==> src/design/longest_common_substring_stream_core_assert.svh <==
// ----------------------------------------------------------------------------
// assertion macros for the longest common substring stream core
// each macro expands to one labeled concurrent assertion on clk and rst_n
// ----------------------------------------------------------------------------
`ifndef LONGEST_COMMON_SUBSTRING_STREAM_CORE_ASSERT_SVH
`define LONGEST_COMMON_SUBSTRING_STREAM_CORE_ASSERT_SVH

// condition must hold at every edge out of reset
`define LCSS_ASSERT_ALWAYS(lbl, cond, msg) \
  lbl: assert property (@(posedge clk) disable iff (!rst_n) (cond)) \
    else $error(msg);

// consequence must hold in the same cycle as the trigger
`define LCSS_ASSERT_SAME(lbl, pre, post, msg) \
  lbl: assert property (@(posedge clk) disable iff (!rst_n) (pre) |-> (post)) \
    else $error(msg);

// consequence must hold in the cycle after the trigger
`define LCSS_ASSERT_NEXT(lbl, pre, post, msg) \
  lbl: assert property (@(posedge clk) disable iff (!rst_n) (pre) |=> (post)) \
    else $error(msg);

`endif

==> src/design/lcss_pkg.sv <==
// ----------------------------------------------------------------------------
// lcss_pkg
// shared types and constants of the longest common substring stream core
// ----------------------------------------------------------------------------
package lcss_pkg;

  // command codes on the input channel
  localparam logic CMD_QUERY = 1'b0;
  localparam logic CMD_LINE  = 1'b1;

  // printable byte range
  localparam logic [7:0] PRINT_LO = 8'h20;
  localparam logic [7:0] PRINT_HI = 8'h7E;

  // result field widths and their clamp values
  localparam int MATCH_W     = 8;
  localparam int LINE_BYTES_W = 11;
  localparam int MATCH_MAX   = 255;
  localparam int BYTES_MAX   = 2047;

  // control broadcast from the sequencer to every cell of the row
  typedef struct packed {
    logic       clear;     // drop all line state
    logic       step;      // printable line byte: update run lengths
    logic       wr_en;     // query byte is being stored
    logic       restart;   // query byte starts a new query
    logic [7:0] byte_val;  // current byte
  } cell_ctrl_t;

endpackage

==> src/design/lcss_cell.sv <==
// ----------------------------------------------------------------------------
// lcss_cell
// one query position: stored byte, run length ending here, running best
// ----------------------------------------------------------------------------
module lcss_cell #(
  parameter int RUN_W = 8
) (
  input  logic                clk,
  input  logic                rst_n,
  input  lcss_pkg::cell_ctrl_t ctrl,
  input  logic                wr_hit,
  input  logic [RUN_W-1:0]    left_run,
  input  logic [RUN_W-1:0]    left_best,
  output logic [RUN_W-1:0]    run,
  output logic [RUN_W-1:0]    best,
  output logic                act
);
  import lcss_pkg::*;

  logic [7:0]       q_r;
  logic             act_r, act_nxt;
  logic [RUN_W-1:0] run_r, run_nxt;
  logic [RUN_W-1:0] best_r, best_nxt;
  logic [RUN_W-1:0] side_max;

  // occupancy of this position in the current query
  always_comb begin
    act_nxt = act_r;
    if (ctrl.wr_en) begin
      act_nxt = ctrl.restart ? wr_hit : (act_r | wr_hit);
    end
  end

  // run length of the common run ending at this position
  always_comb begin
    run_nxt = run_r;
    if (ctrl.clear) begin
      run_nxt = '0;
    end else if (ctrl.step) begin
      run_nxt = (act_r && (q_r == ctrl.byte_val)) ? left_run + RUN_W'(1) : '0;
    end
  end

  // best so far, moved one position down the row each cycle
  always_comb begin
    side_max = (left_best > run_r) ? left_best : run_r;
    best_nxt = (side_max > best_r) ? side_max : best_r;
    if (ctrl.clear) begin
      best_nxt = '0;
    end
  end

  always_ff @(posedge clk) begin
    if (!rst_n) begin
      act_r  <= 1'b0;
      run_r  <= '0;
      best_r <= '0;
    end else begin
      act_r  <= act_nxt;
      run_r  <= run_nxt;
      best_r <= best_nxt;
    end
  end

  // query byte storage
  always_ff @(posedge clk) begin
    if (wr_hit) begin
      q_r <= ctrl.byte_val;
    end
  end

  assign run  = run_r;
  assign best = best_r;
  assign act  = act_r;

endmodule

==> config.mk <==
export PLATFORM = sky130hd
export DESIGN_NAME = lcss_cell
export DESIGN_NICKNAME = d
export VERILOG_FILES = /design/src/design/longest_common_substring_stream_core_assert.svh /design/src/design/lcss_pkg.sv /design/src/design/lcss_cell.sv
export SDC_FILE = /design/constraint.sdc
export NUM_CORES = 1
export LEC_CHECK = 0
export BUFFER_PORTS_ARGS = -buffer_cell sky130_fd_sc_hd__buf_2
export CAP_MARGIN = 30
export CORE_AREA = 10 10 76 78
export DETAILED_ROUTE_END_ITERATION = 8
export DIE_AREA = 0 0 86 88
export GPL_TIMING_DRIVEN = 0
export PLACE_DENSITY = 0.6
export SYNTH_ARGS = -nofsm -noshare
export SYNTH_HDL_FRONTEND = slang
export SYNTH_SLANG_ARGS = --single-unit
==> constraint.sdc <==
create_clock -name clk -period 5.29 [get_ports clk]
set_input_delay 0.7935 -clock clk [delete_from_list [all_inputs] [get_ports clk]]
set_output_delay 0.7935 -clock clk [all_outputs]
set_load 0.005 [all_outputs]
# Word level (Yosys, flattened, before mapping)
# Cells that the tools add are included.
# classes
eq_ne,1
n_lt_le_gt_ge,2
div,0
reduce_logical,2
bitwise_logic,2
n_addsub,1
shifts,0
n_mux,3
n_mul,0
# op_table
operator,count
$gt 8x8->1,2
$mux 8,2
$add 8x1->8 const B,1
$eq 8x8->1,1
$reduce_or 2->1,1
$logic_and 1x1->1,1
$mux 1,1
$not 1->1,1
$or 1x1->1,1
# totals
wordCells,15
latchBits,0
n_memories,0
inputBits,31
ff_bits,25
ramBits,0
mem_bits_ro,0
output_inout_bits,17

# Longest topological paths before layout
# logic_depth
word_depth,3
depth_mapped,16
depth_no_buf,15

# Least setup slack after synthesis
# No wires, ideal clock.
# synth_timing
kind,input port to flip-flop
start,in left_best[1]
end,"reg best_r[5], in the netlist best[5]"
slack_ns,1.995
setup_time_ns,0.086
t_required_ns,5.204
path_stages,15
t_arrival_ns,3.209
n_path_buf,1
path_cell_list,ha_1 nor2b_1 o211ai_1 nand3_1 o211ai_4 mux2i_1 inv_1 ha_1 nor2b_1 o211ai_1 a21oi_1 o22a_1 buf_2 nor2_1 a211oi_1
# synth_via
elab_chain_len,3
# synth_rtl
element,line,rtl
"start, declared",lcss_cell.sv:13,"input logic [RUN_W-1:0] left_best,"
$gt 8x8->1,lcss_cell.sv:46,side_max = (left_best > run_r) ? left_best : run_r;
$mux 8 *,lcss_cell.sv:46,
via side_max[1],lcss_cell.sv:24,logic [RUN_W-1:0] side_max;
$gt 8x8->1 *,lcss_cell.sv:47,best_nxt = (side_max > best_r) ? side_max : best_r;
"end signal, assigned",lcss_cell.sv:61,best_r <= best_nxt;
"end, declared",lcss_cell.sv:23,"logic [RUN_W-1:0] best_r, best_nxt;"
# Mark *: on every way through the listed nets, which the timed path passes. The rest lies on a longest branch.
# A chain may end at the register's enable or synchronous reset.

# Final worst setup path
# layout_timing
start,in left_best[1]
end,"reg best_r[6], in the netlist best[6]"
# The elaborated chain is that of the path after synthesis.

==> results.rst <==
.. list-table::
   :header-rows: 1

   * - Metric
     - Value
   * - Number of standard-cell rows in the floorplan
     - 24
   * - Endpoint class of the critical path
     - flip-flop
   * - Net count after synthesis
     - 207
   * - Clock transition at the registers of the reported paths
     - 0.08 ns
   * - ANT cells
     - 0
   * - TritonCTS Sinks
     - 25
   * - End point of the worst hold path
     - best[4]
   * - Cell with the biggest individual delay on the critical path
     - sky130_fd_sc_hd__ha_1
   * - Number of setup violations in the final report
     - 0
   * - Crit path buffers/inverters
     - 3
   * - Status
     - complete, no violations
   * - Pin count of the biggest net entering global routing
     - 16
   * - Num CTS Buffers
     - 3
   * - Antenna violations before repair
     - 0
   * - Setup TNS
     - 0 ns
   * - Share of the yosys chip area belonging to registers
     - between 30% and 40%
   * - Number of maximum-capacitance constraint violations
     - 0
   * - Launching element type of the critical path
     - input pin
   * - Share of cells above drive strength 1
     - 27.8%
   * - Number of instances on the worst hold path
     - 2
   * - Post-route ant nets
     - 0
   * - Top Ports
     - 48
   * - Wire length of the first global-routing pass
     - 5670 um
   * - Initial Util
     - 36.0%
   * - Total number of H-tree levels
     - 1
   * - Series of cell instances along the critical path
     - buf_2, ha_1, nor2b_1, o211ai_1, nand3_1, o211ai_4, mux2i_1, inv_1, ha_1, nor2b_1, o211ai_1, a21oi_1, o22a_1, buf_2, nor2_1, a211oi_1
   * - Clock insertion delay at the later pin of the skew report
     - 0.27 ns
   * - Maximum fanout count along the critical path
     - 10
   * - Sum of internal, switching and leakage power
     - 0.458 mW
   * - Synth warnings
     - 0
   * - Sequential Area
     - 581 um2
   * - Number of buffers inserted by hold repair at cts
     - 0
   * - Commonest non-fill, non-tap cells in the layout
     - 48 x sky130_fd_sc_hd__buf_2, 22 x sky130_fd_sc_hd__inv_1, 17 x sky130_fd_sc_hd__ha_1, 17 x sky130_fd_sc_hd__dfxtp_1, 15 x sky130_fd_sc_hd__nor2_1
   * - WL per Instance
     - roughly 13 um
   * - Max Root-Sink Buffers
     - 2
   * - All-Layer GR Usage
     - 9.11%
   * - Count of port buffers added during placement
     - 46
   * - Unrepaired setup endpoints after global routing
     - false
   * - Largest stage delay, worst path
     - 0.31 ns
   * - Total count of max-transition violations in the final report
     - 0
   * - Multi-input combinational cell area
     - 867 um2
   * - Detailed Place HPWL
     - around 3000 um
   * - Leak pwr
     - 0.856 nW
   * - # fillers
     - 443
   * - DRC violation total after the first TritonRoute iteration
     - 29
   * - CP Data Arrival Time
     - about 3.7 ns
   * - Layout overhead on the synthesized area
     - 22.2%
   * - Count of TritonRoute iterations in the first routing pass
     - 4
   * - Clk_skew
     - 0.00883 ns
   * - Cell Area, Synth
     - 0.00155 mm2
   * - Worst Min Path Start
     - best[4]
   * - Transition time of the tightest slew-check pin
     - approximately 0.47 ns
   * - Core region area
     - 0.00429 mm2
   * - Worst hold-check path type
     - reg -> reg
   * - Synth Instances
     - about 160
   * - PostCTS Resize Cnt
     - 0
   * - Peak Freq
     - 288 MHz
   * - Worst Path Required
     - 5.47 ns
   * - Top Family by Delay on Critical Path
     - compound AO/OA/AOI/OAI gates
   * - Pwr dens
     - between 200 and 250 mW/mm2
   * - Clk Tree Root Cell
     - sky130_fd_sc_hd__clkbuf_8
   * - Peak supply drop
     - 0.0799 mV
   * - GR Overflow Total
     - 0
   * - Via-per-instance ratio
     - ~4.6
   * - Via count of the first global-routing pass
     - 1231
   * - Most frequent standard cell in the layout excluding fill and tap cells
     - sky130_fd_sc_hd__buf_2
   * - Final estimated routing congestion in global placement
     - 0.697
   * - Post-route clock period utilization
     - between 60% and 70%
   * - WS Path Type
     - in -> reg
   * - Number of register bits inferred by synthesis
     - 25
   * - Total routed wirelength
     - 3430 um
   * - Startpoint of the worst-slack reg-to-reg timing path
     - run[1]
   * - Number of cells on the worst reg-to-reg path
     - 16
   * - Reg2Reg Setup Slack
     - 2.06 ns
   * - Total die area
     - 0.00757 mm2
   * - Overall via count from detail_route
     - 1198
   * - Count of unique library cells instantiated by Yosys
     - 32
   * - Average cell area after synthesis
     - 9.73 um2
   * - Minimum clock period
     - 3.47 ns
   * - Worst-case headroom to the max-slew limit
     - between 60% and 70%
   * - Total number of nets in the final design
     - 258
   * - Critical R2R Capture
     - best[6]
   * - Final hold vios
     - 0
   * - Vertical die dimension
     - 88 um
   * - Final routed DRC violation total
     - 0
   * - CTS tree
     - done
   * - Die Span X
     - 86 um
   * - Number of post-CTS setup repair buffers
     - 0
-- power by group --
part	total [mW]	internal (mW)	switching [mW]	leakage (nW)
logic	0.123	0.0559	0.0675	0.618
clock network	0.115	0.0533	0.0614	0.0217
registers	0.220	0.212	0.00789	0.216
total	0.458	0.321	0.137	0.856
-- sequential cells by signal, summed over array words and instances (netlist names) --
| register | count |
|---|---|
| run | 8 |
| best | 8 |
| act | 1 |
| q_r | 8 |
-- per-stage QoR --
step	hold WS, ns	instances	instance area [um2]	worst slack (ns)	utilization [%]
after floorplan	0.499	159	1550	2.00	-
after global placement	0.505	257	1840	1.56	42.9
after detailed placement	0.505	257	1840	1.55	42.9
after CTS	0.517	261	1890	1.79	44.1
after global routing	0.541	261	1890	1.58	44.1
final	0.513	261	1890	1.82	44.1
-- cell families after synthesis --
family / Yosys count / synth area share (%)
buffers and inverters: 26 / 6.47
XOR/XNOR: 14 / 8.41
AO/OA/AOI/OAI: 30 / 15.2
adder cells (fa/ha/maj): 17 / 13.7
multiplexers: 8 / 5.17
AND/OR/NAND/NOR: 39 / 13.5
flip-flops: 25 / 37.5
-- per-layer routing --
metal / vias to the layer above / wire (um) / global-route usage, %
li1: 656 / - / -
met1: 523 / 1430 / 10.6
met2: 17 / 1830 / 16.0
met3: 2 / 139 / 1.76
met4: 0 / 36 / 3.59
met5: - / 0 / 0
-- Yosys cell counts, drive strengths merged --
cell     instances  area (um2)
o211ai           3        36.3
o21a             1        7.51
a21oi            6        33.8
o22a             1        8.76
o21bai           1        7.51
nor4             2        27.5
mux2i            8        80.1
o21ai            1        5.00
xnor2            5        43.8
or2              1        6.26
edfxtp           8         240
buf              2        10.0
nand3            4        20.0
nor2b            3        18.8
nand2            4        15.0
clkbuf           2        7.51
ha              17         213
and3             2        12.5
dfxtp           17         340
a2bb2oi          7        61.3
a22oi            1        7.51
nand2b           3        21.3
a211oi           9        67.6
nor2            15        56.3
xor2             9        86.3
inv             22        82.6
nand4            5        31.3
-- tightest hold or removal path: stages, from the launching register on --
cell and delay (ns):
sky130_fd_sc_hd__dfxtp_1 0.32, sky130_fd_sc_hd__nor2_1 0.10, sky130_fd_sc_hd__a211oi_1 0.05
-- how the worst max path moves through the flow --
stage                       startpoint       to  slack (ns)  cells past startpoint
after detailed placement  left_best[1]  best[6]        1.55                     16
after global routing      left_best[1]  best[6]        1.58                     16
after floorplan           left_best[1]  best[5]        2.00                     15
after CTS                 left_best[1]  best[5]        1.79                     16
after global placement    left_best[7]  best[6]        1.56                     16
final                     left_best[1]  best[6]        1.82                     16
-- area by class of cell --
type                    instances  share of cell area, %
well taps                      52                   3.44
clock inverters                 1                  0.397
multi-input cells             108                   45.8
repair buffers                 46                   12.2
clock buffers                   3                   2.18
inverters                      22                   4.37
plain buffers                   4                  0.926
flip-flops and latches         25                   30.7
Note: power is estimated with default switching activity, not from simulation.
